==> config.mk <==
export PLATFORM = sky130hd
export DESIGN_NAME = device_sighting_cache
export DESIGN_NICKNAME = d
export VERILOG_FILES = /design/src/hdl/dsc_pkg.sv /design/src/hdl/dsc_ram.sv /design/src/hdl/dsc_ctrl.sv /design/src/hdl/dsc_datapath.sv /design/src/hdl/device_sighting_cache.sv
export SDC_FILE = /design/constraint.sdc
export NUM_CORES = 2
export LEC_CHECK = 0
export BUFFER_PORTS_ARGS = -buffer_cell sky130_fd_sc_hd__buf_2
export CAP_MARGIN = 20
export CORE_ASPECT_RATIO = 1.2
export CORE_MARGIN = 3
export CORE_UTILIZATION = 40
export CTS_BUF_LIST = sky130_fd_sc_hd__clkbuf_8
export CTS_CLUSTER_SIZE = 16
export DETAILED_ROUTE_END_ITERATION = 10
export SLEW_MARGIN = 0
export SYNTH_ARGS = -nofsm -noshare
export SYNTH_HDL_FRONTEND = slang
export SYNTH_SLANG_ARGS = --single-unit
==> constraint.sdc <==
create_clock -name clk -period 13.2 [get_ports clk]
set_input_delay 0.66 -clock clk [delete_from_list [all_inputs] [get_ports clk]]
set_output_delay 0.66 -clock clk [all_outputs]
set_load 0.05 [all_outputs]
==> src/hdl/dsc_pkg.sv <==
// Shared types and constants of the device sighting cache.
// Holds the item and result structs, the table entry layout, outcome codes,
// controller states and the command/status bundles. Depends on nothing.
package dsc_pkg;

  localparam int SLOT_W     = 6;
  localparam int CFG_ADDR_W = 3;

  // Register index, taken from paddr[2]
  localparam logic REG_STALE_LIMIT = 1'b0;
  localparam logic [31:0] STALE_LIMIT_RESET = 32'd30000;

  localparam logic KIND_OBSERVE = 1'b0;
  localparam logic KIND_COLLECT = 1'b1;

  localparam logic [2:0] OUTCOME_UPDATED  = 3'd0;
  localparam logic [2:0] OUTCOME_FILLED   = 3'd1;
  localparam logic [2:0] OUTCOME_REPLACED = 3'd2;
  localparam logic [2:0] OUTCOME_LISTED   = 3'd3;
  localparam logic [2:0] OUTCOME_NOTHING  = 3'd4;

  typedef struct packed {
    logic              kind;
    logic [31:0]       now_ms;
    logic [47:0]       device_addr;
    logic [7:0]        device_type;
    logic signed [7:0] signal_level;
  } in_item_t;

  typedef struct packed {
    logic [2:0]        outcome;
    logic [SLOT_W-1:0] slot;
    logic [47:0]       entry_addr;
    logic signed [7:0] entry_level;
    logic              last;
  } out_item_t;

  typedef struct packed {
    logic [47:0]       addr;
    logic [7:0]        dtype;
    logic signed [7:0] level;
    logic [31:0]       seen;
  } entry_t;

  typedef enum logic [2:0] {
    S_IDLE,
    S_READ,
    S_EVAL,
    S_WRITE,
    S_FINISH
  } dsc_state_t;

  typedef struct packed {
    logic load;
    logic eval;
    logic write_slot;
    logic finish;
  } dsc_cmd_t;

  typedef struct packed {
    logic collect;
    logic need_push;
    logic out_free;
    logic scan_done;
  } dsc_status_t;

endpackage

==> src/hdl/dsc_ram.sv <==
// Generic single-port-write, single-port-read RAM with registered read data.
// No dependencies.
module dsc_ram #(
  parameter int WIDTH = 96,
  parameter int DEPTH = 16
) (
  input  logic                                   clk,
  input  logic                                   we,
  input  logic [((DEPTH > 1) ? $clog2(DEPTH) : 1)-1:0] waddr,
  input  logic [WIDTH-1:0]                       wdata,
  input  logic [((DEPTH > 1) ? $clog2(DEPTH) : 1)-1:0] raddr,
  output logic [WIDTH-1:0]                       rdata_r
);

  logic [WIDTH-1:0] mem [DEPTH];

  always_ff @(posedge clk) begin
    if (we) begin
      mem[waddr] <= wdata;
    end
    rdata_r <= mem[raddr];
  end

endmodule

==> src/hdl/dsc_ctrl.sv <==
// Sequencer of the device sighting cache: walks the table slot by slot and
// paces writes and result transfers. Depends on dsc_pkg.
module dsc_ctrl import dsc_pkg::*; (
  input  logic        clk,
  input  logic        rst_n,
  input  logic        in_valid,
  output logic        in_stall,
  input  dsc_status_t status,
  output dsc_cmd_t    cmd
);

  dsc_state_t state_r, state_nxt;

  always_ff @(posedge clk) begin
    if (!rst_n) begin
      state_r <= S_IDLE;
    end else begin
      state_r <= state_nxt;
    end
  end

  always_comb begin
    state_nxt = state_r;
    cmd       = '0;
    in_stall  = (state_r != S_IDLE);
    unique case (state_r)
      S_IDLE: begin
        if (in_valid) begin
          cmd.load  = 1'b1;
          state_nxt = S_READ;
        end
      end
      S_READ: begin
        state_nxt = S_EVAL;
      end
      S_EVAL: begin
        // hold while a listed entry waits for the output register
        if (!status.need_push || status.out_free) begin
          cmd.eval = 1'b1;
          if (status.scan_done) begin
            state_nxt = status.collect ? S_FINISH : S_WRITE;
          end else begin
            state_nxt = S_READ;
          end
        end
      end
      S_WRITE: begin
        if (status.out_free) begin
          cmd.write_slot = 1'b1;
          state_nxt      = S_IDLE;
        end
      end
      S_FINISH: begin
        if (status.out_free) begin
          cmd.finish = 1'b1;
          state_nxt  = S_IDLE;
        end
      end
      default: begin
        state_nxt = S_IDLE;
      end
    endcase
  end

endmodule

==> src/hdl/dsc_datapath.sv <==
// Datapath of the device sighting cache: entry RAM, valid bits, scan
// trackers, pending listed entry and the output register.
// Depends on dsc_pkg and dsc_ram.
module dsc_datapath import dsc_pkg::*; #(
  parameter int TABLE_SLOTS = 16,
  parameter int LIST_LIMIT  = 16
) (
  input  logic        clk,
  input  logic        rst_n,
  input  dsc_cmd_t    cmd,
  output dsc_status_t status,
  input  in_item_t    in_data,
  input  logic [31:0] stale_limit,
  output logic        out_valid,
  input  logic        out_stall,
  output out_item_t   out_data
);

  localparam int IDX_W = (TABLE_SLOTS > 1) ? $clog2(TABLE_SLOTS) : 1;
  localparam int CNT_W = $clog2(LIST_LIMIT + 1);
  localparam logic [IDX_W-1:0] LAST_IDX  = IDX_W'(TABLE_SLOTS - 1);
  localparam logic [CNT_W-1:0] LIMIT_CNT = CNT_W'(LIST_LIMIT);

  in_item_t               item_r;
  logic [IDX_W-1:0]       idx_r;
  logic [CNT_W-1:0]       cnt_r;
  logic                   pend_valid_r;
  logic [IDX_W-1:0]       pend_idx_r;
  logic [47:0]            pend_addr_r;
  logic signed [7:0]      pend_level_r;
  logic                   match_found_r;
  logic [IDX_W-1:0]       match_idx_r;
  logic                   empty_found_r;
  logic [IDX_W-1:0]       empty_idx_r;
  logic [31:0]            oldest_t_r;
  logic [IDX_W-1:0]       oldest_idx_r;
  logic [TABLE_SLOTS-1:0] valid_r;
  logic                   out_valid_r;
  out_item_t              out_data_r;

  entry_t           rd_entry;
  entry_t           wr_entry;
  logic [IDX_W-1:0] wr_idx;
  logic [2:0]       wr_outcome;
  logic             cur_valid;
  logic             key_hit;
  logic [31:0]      age;
  logic             fresh;
  logic             out_free;

  dsc_ram #(
    .WIDTH ($bits(entry_t)),
    .DEPTH (TABLE_SLOTS)
  ) u_ram (
    .clk     (clk),
    .we      (cmd.write_slot),
    .waddr   (wr_idx),
    .wdata   (wr_entry),
    .raddr   (idx_r),
    .rdata_r (rd_entry)
  );

  assign cur_valid = valid_r[idx_r];
  assign key_hit   = cur_valid && (rd_entry.dtype == item_r.device_type)
                     && (rd_entry.addr == item_r.device_addr);
  assign age       = item_r.now_ms - rd_entry.seen;
  assign fresh     = cur_valid && (age <= stale_limit) && (cnt_r < LIMIT_CNT);
  assign out_free  = !out_valid_r || !out_stall;

  assign status.collect   = (item_r.kind == KIND_COLLECT);
  assign status.need_push = (item_r.kind == KIND_COLLECT) && fresh && pend_valid_r;
  assign status.out_free  = out_free;
  assign status.scan_done = (idx_r == LAST_IDX);

  always_comb begin
    priority if (match_found_r) begin
      wr_idx     = match_idx_r;
      wr_outcome = OUTCOME_UPDATED;
    end else if (empty_found_r) begin
      wr_idx     = empty_idx_r;
      wr_outcome = OUTCOME_FILLED;
    end else begin
      wr_idx     = oldest_idx_r;
      wr_outcome = OUTCOME_REPLACED;
    end
  end

  // a matched entry is rewritten with its own key, so one full-word write serves all cases
  assign wr_entry.addr  = item_r.device_addr;
  assign wr_entry.dtype = item_r.device_type;
  assign wr_entry.level = item_r.signal_level;
  assign wr_entry.seen  = item_r.now_ms;

  always_ff @(posedge clk) begin
    if (!rst_n) begin
      valid_r       <= '0;
      pend_valid_r  <= 1'b0;
      match_found_r <= 1'b0;
      empty_found_r <= 1'b0;
    end else begin
      if (cmd.load) begin
        pend_valid_r  <= 1'b0;
        match_found_r <= 1'b0;
        empty_found_r <= 1'b0;
      end
      if (cmd.eval) begin
        if (item_r.kind == KIND_OBSERVE) begin
          if (key_hit && !match_found_r) begin
            match_found_r <= 1'b1;
          end
          if (!cur_valid && !empty_found_r) begin
            empty_found_r <= 1'b1;
          end
        end else if (fresh) begin
          pend_valid_r <= 1'b1;
        end
      end
      if (cmd.write_slot) begin
        valid_r[wr_idx] <= 1'b1;
      end
    end
  end

  always_ff @(posedge clk) begin
    if (cmd.load) begin
      item_r       <= in_data;
      idx_r        <= '0;
      cnt_r        <= '0;
      oldest_t_r   <= in_data.now_ms;
      oldest_idx_r <= '0;
    end
    if (cmd.eval) begin
      if (item_r.kind == KIND_OBSERVE) begin
        if (key_hit && !match_found_r) begin
          match_idx_r <= idx_r;
        end
        if (!cur_valid && !empty_found_r) begin
          empty_idx_r <= idx_r;
        end
        if (rd_entry.seen < oldest_t_r) begin
          oldest_t_r   <= rd_entry.seen;
          oldest_idx_r <= idx_r;
        end
      end else if (fresh) begin
        pend_idx_r   <= idx_r;
        pend_addr_r  <= rd_entry.addr;
        pend_level_r <= rd_entry.level;
        cnt_r        <= cnt_r + CNT_W'(1);
      end
      if (idx_r != LAST_IDX) begin
        idx_r <= idx_r + IDX_W'(1);
      end
    end
  end

  // output register: a newer listed entry pushes the previous one out with last clear
  always_ff @(posedge clk) begin
    if (!rst_n) begin
      out_valid_r <= 1'b0;
    end else if (cmd.write_slot || (cmd.eval && status.need_push) || cmd.finish) begin
      out_valid_r <= 1'b1;
    end else if (!out_stall) begin
      out_valid_r <= 1'b0;
    end
  end

  always_ff @(posedge clk) begin
    priority if (cmd.write_slot) begin
      out_data_r.outcome     <= wr_outcome;
      out_data_r.slot        <= SLOT_W'(wr_idx);
      out_data_r.entry_addr  <= '0;
      out_data_r.entry_level <= '0;
      out_data_r.last        <= 1'b1;
    end else if ((cmd.eval && status.need_push) || (cmd.finish && pend_valid_r)) begin
      out_data_r.outcome     <= OUTCOME_LISTED;
      out_data_r.slot        <= SLOT_W'(pend_idx_r);
      out_data_r.entry_addr  <= pend_addr_r;
      out_data_r.entry_level <= pend_level_r;
      out_data_r.last        <= cmd.finish;
    end else if (cmd.finish) begin
      out_data_r.outcome     <= OUTCOME_NOTHING;
      out_data_r.slot        <= '0;
      out_data_r.entry_addr  <= '0;
      out_data_r.entry_level <= '0;
      out_data_r.last        <= 1'b1;
    end else begin
      out_data_r <= out_data_r;
    end
  end

  assign out_valid = out_valid_r;
  assign out_data  = out_data_r;

endmodule

==> src/hdl/device_sighting_cache.sv <==
// Top level of the device sighting cache: configuration register, sequencer
// and datapath. Depends on dsc_pkg, dsc_ctrl, dsc_datapath and dsc_ram.
//
// A fully associative table of TABLE_SLOTS radio devices keyed by address and
// type byte, held in one RAM with registered read plus a valid bit per slot
// that reset clears. Every item walks the whole table one slot at a time,
// reading a slot and then evaluating it, and the block takes no new item
// until it is through with the last one. A stall on the result side costs
// time only while a result is held in the output register and the walk
// needs to hand over the next one. An observe gives one result; a collect
// gives one result per fresh entry in slot order, at most LIST_LIMIT, or a
// single empty-list result. The stale limit sits at byte address 0 of the
// configuration port; the user must write it only while the block is idle,
// and the block itself does not enforce this.
module device_sighting_cache import dsc_pkg::*; #(
  parameter int TABLE_SLOTS = 16,
  parameter int LIST_LIMIT  = 16
) (
  input  logic                  clk,
  input  logic                  rst_n,
  input  logic                  in_valid,
  output logic                  in_stall,
  input  in_item_t              in_data,
  output logic                  out_valid,
  input  logic                  out_stall,
  output out_item_t             out_data,
  input  logic                  psel,
  input  logic                  penable,
  input  logic                  pwrite,
  input  logic [CFG_ADDR_W-1:0] paddr,
  input  logic [31:0]           pwdata,
  output logic [31:0]           prdata,
  output logic                  pready
);

  logic [31:0] stale_limit_r;
  dsc_cmd_t    cmd;
  dsc_status_t status;

  assign pready = 1'b1;

  always_ff @(posedge clk) begin
    if (!rst_n) begin
      stale_limit_r <= STALE_LIMIT_RESET;
    end else if (psel && penable && pwrite && (paddr[2] == REG_STALE_LIMIT)) begin
      stale_limit_r <= pwdata;
    end
  end

  assign prdata = (paddr[2] == REG_STALE_LIMIT) ? stale_limit_r : '0;

  dsc_ctrl u_ctrl (
    .clk      (clk),
    .rst_n    (rst_n),
    .in_valid (in_valid),
    .in_stall (in_stall),
    .status   (status),
    .cmd      (cmd)
  );

  dsc_datapath #(
    .TABLE_SLOTS (TABLE_SLOTS),
    .LIST_LIMIT  (LIST_LIMIT)
  ) u_dp (
    .clk         (clk),
    .rst_n       (rst_n),
    .cmd         (cmd),
    .status      (status),
    .in_data     (in_data),
    .stale_limit (stale_limit_r),
    .out_valid   (out_valid),
    .out_stall   (out_stall),
    .out_data    (out_data)
  );

  // one item at a time: the block is busy right after a transfer in
  a_busy_after_accept: assert property (@(posedge clk) disable iff (!rst_n)
    (in_valid && !in_stall) |=> in_stall)
    else $error("input accepted while previous item still in work");

  // every outcome other than a listed entry closes its item
  a_single_result_last: assert property (@(posedge clk) disable iff (!rst_n)
    (out_valid && (out_data.outcome == OUTCOME_UPDATED
                   || out_data.outcome == OUTCOME_FILLED
                   || out_data.outcome == OUTCOME_REPLACED
                   || out_data.outcome == OUTCOME_NOTHING)) |-> out_data.last)
    else $error("observe or empty-list result without last");

  // a reported slot always lies inside the table
  a_slot_in_table: assert property (@(posedge clk) disable iff (!rst_n)
    out_valid |-> (out_data.slot < SLOT_W'(TABLE_SLOTS)) || (TABLE_SLOTS == 64))
    else $error("result slot outside the table");

endmodule

; ---- Yosys cells after proc, flatten, opt, wreduce, memory -nomap -nowiden
; Memories as Yosys holds them, arrays and structs flattened. A register that Yosys moved wholly into a read port is not among the register bits.
; Cells that the tools add are included.
[totals]
register_bits = 329
latchBits = 0
ramBits = 1536
mem_bits_ro = 0
in_bits = 139
output_inout_bits = 101
elab_cells = 141
mem_count = 1
[classes]
n_addsub = 3
mul = 0
n_div = 0
order_cmp = 6
n_eq_ne = 12
shift = 0
mux = 56
bitwise_logic = 3
reduce_logical = 34
[mem_list]
columns = memory, words, width, read_ports, rd_clocked_by_memory_dff, write_ports, line_no
row1 = u_dp.u_ram.mem, 16, 96, 1, 1, 1, dsc_ram.sv:15  ; logic [WIDTH-1:0] mem [DEPTH];
[ops]
columns = operator, count
row1 = $mux 66, 3
row2 = $mux 32, 5
row3 = $eq 48x48->1, 1
row4 = $mux 4, 9
row5 = $le 32x32->1, 1
row6 = $lt 32x32->1, 1
row7 = $sub 32x32->32, 1
row8 = $mux 1, 25
row9 = $mux 5, 4
row10 = $or 16x16->16, 1
row11 = $mux 3, 5
row12 = $logic_and 1x1->1, 14
row13 = $pmux 3 s4, 1
row14 = $reduce_and 3->1, 4
row15 = $lt 4x5->1 const B, 2
row16 = $eq 8x8->1, 1
row17 = $eq 3x2->1 const B, 2
row18 = $logic_not 1->1, 6
row19 = $ne 2x1->1 const B, 3
row20 = $reduce_bool 3->1, 2
row21 = $add 5x1->5 const B, 1
row22 = $logic_or 1x1->1, 5
row23 = $lt 5x5->1 const B, 1
row24 = $add 4x1->4 const B, 1
row25 = 13 further kinds, 15

; ---- Logic depth before layout (Yosys ltp)
[depth]
ltp_word = 14
mapped_depth = 24

; ---- Cells and area by module
; Synthesis repeated with hierarchy kept, for this count alone.
[hier_totals]
cells_unflattened = 3821
hier_area_um2 = 75040.7
[by_module_without_submodules]
columns = module, instances, cells_each, area_each_um2
row1 = dsc_ram, 1, 2460, 59355.7
row2 = dsc_datapath, 1, 1159, 13904.6
row3 = device_sighting_cache, 1, 177, 1572.8
row4 = dsc_ctrl, 1, 25, 207.7

; ---- Worst setup path after synthesis
; OpenSTA, ideal clock, no wires.
[synth_path]
path_type = input to register
startpoint = in out_stall
endpoint = mem u_dp.u_ram.mem[3][0] (enable)
setup_time_ns = 0.553
t_arrival_ns = 5.463
slack_ns = 7.184
cell_stages = 4
path_buffers = 0
cell_sequence = nand2_1 > nand3_1 > or3_1 > nor2_1
[synth_between]
elab_chain_cells = 6
[synth_rtl]
columns = element, line_no
row1 = from (decl), device_sighting_cache.sv:25  ; input logic out_stall,
row2 = $logic_not 1->1, dsc_datapath.sv:68  ; assign out_free = !out_valid_r || !out_stall;
row3 = $logic_or 1x1->1, dsc_datapath.sv:68
row4 = $mux 1, dsc_ctrl.sv:48  ; if (status.out_free) begin
row5 = $mux 1, dsc_ctrl.sv:26  ; unique case (state_r)
row6 = $mux 1, dsc_ram.sv:18  ; if (we) begin
row7 = $mux 1 (not written as such), dsc_ram.sv:19  ; mem[waddr] <= wdata;
row8 = to (decl), dsc_ram.sv:15
; No other way between the ends.

; ---- Final worst setup path
[layout_path]
startpoint = reg u_dp.item_r[64] (netlist bit)
endpoint = reg u_dp.out_data_r, in the netlist u_dp.out_data[58] (enable)
[layout_between]
elab_chain_cells = 13
[layout_rtl]
columns = element, line_no
row1 = from (decl), dsc_datapath.sv:24  ; in_item_t item_r;
row2 = from (signal assigned), dsc_datapath.sv:126  ; item_r <= in_data;
row3 = $sub 32x32->32 (*), dsc_datapath.sv:66  ; assign age = item_r.now_ms - rd_entry.seen;
row4 = $le 32x32->1 (*), dsc_datapath.sv:67  ; assign fresh = cur_valid && (age <= stale_limit) && (cnt_r < LIMIT_CNT);
row5 = $logic_and 1x1->1 (*) (2 in series), dsc_datapath.sv:67
row6 = $logic_and 1x1->1 (*) (2 in series), dsc_datapath.sv:71  ; assign status.need_push = (item_r.kind == KIND_COLLECT) && fresh && pend_valid_r;
row7 = $logic_not 1->1, dsc_ctrl.sv:38  ; if (!status.need_push || status.out_free) begin
row8 = $logic_or 1x1->1, dsc_ctrl.sv:38
row9 = $mux 1, dsc_ctrl.sv:38
row10 = $mux 1, dsc_ctrl.sv:26
row11 = $logic_and 1x1->1 (*), dsc_datapath.sv:174  ; end else if ((cmd.eval && status.need_push) || (cmd.finish && pend_valid_r)) begin
row12 = $logic_or 1x1->1 (*), dsc_datapath.sv:174
row13 = $reduce_bool 3->1 (no line) (*), --
row14 = to (signal assigned), dsc_datapath.sv:187  ; out_data_r <= out_data_r;
row15 = to (decl), dsc_datapath.sv:39  ; out_item_t out_data_r;
; Mark *: on every way between the ends. The rest lies on a longest branch, timed or not.
; A chain may end at the register's enable or synchronous reset.

==> impl_results.md <==
* Power Density at 149 nW/um^2
* CP Max Fanout at 57
* #FFs+latches synth at 1961
* Num ports at 240
* CTS H-tree depth at 5
* WS Path Type: flop to flop
* Total CTS buffers at 335
* Final period util at 0.530
* Number of synthesized flops with an enable pin at 1708
* Setup Skew at 0.0654 ns
* Initial DRC count at 3579
* Register area at 56400 um^2
* Synth Cell Area at 75200 um^2
* Setup crit end kind: flop
* Syn avg cell area at 17.8 um^2
* Drt drc at 0
* Postcts setup bufs at 0
* DP Area at 79300 um^2
* Post-synthesis sequential area ratio at 0.749
* Status: finished clean
* Full die area at 193000 um^2
* Peak Freq at 143 MHz
* Die span in y at 481 um
* CTS max path bufs at 4
* Tightest Pin Transition at 1.20 ns
* Antenna violations before repair at 8
* Antenna Nets Post-Route at 0
* Setup violators final at 0
* Final setup TNS at 0 ns
* Finished Core Util at 0.465
* Final nets at 5010
* Rows at 173
* First drt pass iteration count at 6
* Vias/cell at 5.43
* Unrepaired setup endpoints after global routing: no
* CP Capture Point: u_dp.out_data[58]
* CTS sink count at 1961
* Core Region at 186000 um^2
* Multi-input logic area at 17700 um^2
* # fillers at 16000
* Gr ovfl total at 0
* Reg2Reg Depth at 20
* Root Driver: clkbuf_8
* Final Routed Wirelength at 189000 um
* Largest net degree at the start of global routing at 128
* Die W at 402 um
* Slew headroom at 0.202
* I/O Buffers at 234
* Setup crit start: u_dp.item_r[64]
* Final Max Slew Viols at 0
* Worst skew pair latency at 1.01 ns
* P&R area growth vs syn at 15.1%
* Critical path data required time at 13.83 ns
* Max_cap viols at 0
* Post-route cell area at 86600 um^2
* Critical path arrival at 7.63 ns
* DR WL/cell at 25.3 um
* Global-route wire length before repair at 274000 um
* Vias at 40600
* Synth Flop Type: edfxtp_1
* Minimum clock period at 7.00 ns
* Fin. Hold Viols at 0
* Total track usage at 0.192
* CTS tree: built
* CP startpoint kind: flop
* Worst R2R Setup Slack at 6.20 ns
* RR Endpoint: u_dp.out_data[58]
* Worst vdd ir at 0.0000968 V
* Layout cells sized above 1 at 0.186
* Worst-path clk slew at 0.06 ns
* Dpl hpwl at 97500 um
* Worst hold path class: input port to flop
* Vias in the first global route at 41300
* Synth Instances at 4219
* R2R Path Start: u_dp.item_r[64]
* Syn. warnings at 0
* Leakage power at 0.0295 uW
* Synth async-reset ratio at 0
* Gpl congestion at 0.781
* Initial Util at 0.404
* Post-synthesis cell type count at 65
sequential cells by signal (all words and copies together) (netlist names):
signal,flops
u_dp.item_r,96
stale_limit_r,32
u_dp.u_ram.mem,1536
u_dp.empty_idx_r,4
u_dp.pend_level_r,8
u_dp.pend_idx_r,4
u_dp.oldest_idx_r,4
u_dp.oldest_t_r,32
u_dp.idx_r,4
u_dp.status,1
u_dp.u_ram.rdata_r,96
u_ctrl.state_r,3
u_dp.pend_addr_r,48
u_dp.valid_r,16
u_dp.out_valid,1
u_dp.match_found_r,1
u_dp.out_data,64
u_dp.match_idx_r,4
u_dp.empty_found_r,1
u_dp.pend_valid_r,1
u_dp.cnt_r,5
repair_timing:
| action | 4_1_cts | 5_1_grt |
|---|---|---|
| hold endpoints to repair | 162 | 0 |
| gates resized for setup | 0 | 0 |
| hold buffers | 130 | 0 |
placed cells by master, fill, tap and decap left out, types with 57 or more instances in the layout:
master / instances
a21oi_1: 82
a221oi_1: 196
a22o_1: 57
a22oi_1: 95
buf_2: 234
buf_4: 61
clkbuf_8: 365
dfxtp_1: 249
dlygate4sd3_1: 130
edfxtp_1: 1708
ha_1: 96
inv_1: 251
mux2i_1: 428
mux4_2: 194
nand2_1: 198
nor2_1: 104
o21ai_0: 118
xnor2_1: 58
stage by stage:
step | hold WS [ns] | worst slack (ns) | total power, uW | std cells
3_5_place_dp | 0.390 | 6.09 | 8070 | 6757
5_1_grt | 0.138 | 5.71 | 13400 | 7469
6_report | 0.176 | 6.20 | 12900 | 7471
3_3_place_gp | 0.389 | 6.20 | 8060 | 6756
4_1_cts | 0.0566 | 6.03 | 13100 | 7468
2_1_floorplan | 0.386 | 7.18 | 7760 | 4220
cells by family (layout without fill, tap and decap cells):
family                   after synthesis  after routing  synth area share
other                                  2              6         0.0000999
AO/OA/AOI/OAI                        700            700            0.0680
AND/OR/NAND/NOR                      422            422            0.0243
buffers and inverters                338           1136            0.0179
multiplexers                         626            626             0.116
adder cells (fa/ha/maj)               97             97            0.0162
XOR/XNOR                              73             73           0.00850
flip-flops                          1961           1961             0.749
routing by layer:
layer | vias up | track usage | routed length [um]
met3 | 245 | 0.0461 | 13900
met1 | 20800 | 0.261 | 81200
met4 | 2 | 0.0533 | 3960
li1 | 18000 | - | -
met2 | 1462 | 0.311 | 89700
met5 | - | 0 | 13
layout make-up:
| class | instances | share of cell area |
|---|---|---|
| Antenna cell | 3 | 0.0000867 |
| Sequential cell | 1961 | 0.651 |
| Clock buffer | 365 | 0.0580 |
| Tap cell | 2450 | 0.0354 |
| Multi-Input combinational cell | 1921 | 0.204 |
| Clock inverter | 216 | 0.0111 |
| Inverter | 126 | 0.00559 |
| Timing Repair Buffer | 429 | 0.0347 |
report_power, final:
part	total, uW	internal, uW	switching, uW
clock	4950	2600	2340
sequential	6990	6840	145
combinational	971	450	521
cells in the mapped netlist (20+ instances only):
cell type | instances | area (um^2)
a21boi_0 | 26 | 195
a21o_1 | 34 | 255
a21oi_1 | 82 | 410
a221oi_1 | 196 | 1720
a22o_1 | 57 | 499
a22oi_1 | 95 | 713
buf_1 | 30 | 113
buf_2 | 20 | 100
clkbuf_1 | 149 | 559
dfxtp_1 | 253 | 5060
edfxtp_1 | 1708 | 51300
ha_1 | 96 | 1200
inv_1 | 125 | 469
mux2i_1 | 428 | 4280
mux4_2 | 194 | 4370
nand2_1 | 199 | 747
nand4_1 | 26 | 163
nor2_1 | 122 | 458
o21a_1 | 27 | 203
o21ai_0 | 118 | 591
xnor2_1 | 58 | 508
critical path, cell delays in order (launching register included):
cell	delay, ns
edfxtp_1	0.72
inv_1	0.10
ha_1	0.25
nor2b_1	0.16
o31a_1	0.19
o21ai_1	0.19
o31ai_1	0.59
a31oi_1	0.36
o21a_1	0.26
nor3_1	0.44
a221oi_1	0.17
xnor2_1	0.19
ha_1	0.31
nand4_1	0.20
o21ai_0	0.41
nor2_1	0.10
a211o_1	0.47
a311o_1	0.38
nand2_2	0.06
buf_4	0.69
inv_1	0.38
worst min path at each step:
stage,start,end,slack [ns],cells after the start
6_report,in_valid,u_ctrl.state_r[0],0.18,4
5_1_grt,in_valid,u_ctrl.state_r[0],0.14,4
4_1_cts,in_valid,u_ctrl.state_r[0],0.06,4
3_5_place_dp,u_dp.u_ram.rdata_r[33],u_dp.pend_level_r[1],0.39,0
3_3_place_gp,u_dp.u_ram.rdata_r[33],u_dp.pend_level_r[1],0.39,0
2_1_floorplan,u_dp.u_ram.rdata_r[32],u_dp.pend_level_r[0],0.39,0
Note: power is estimated with default switching activity, not from simulation.
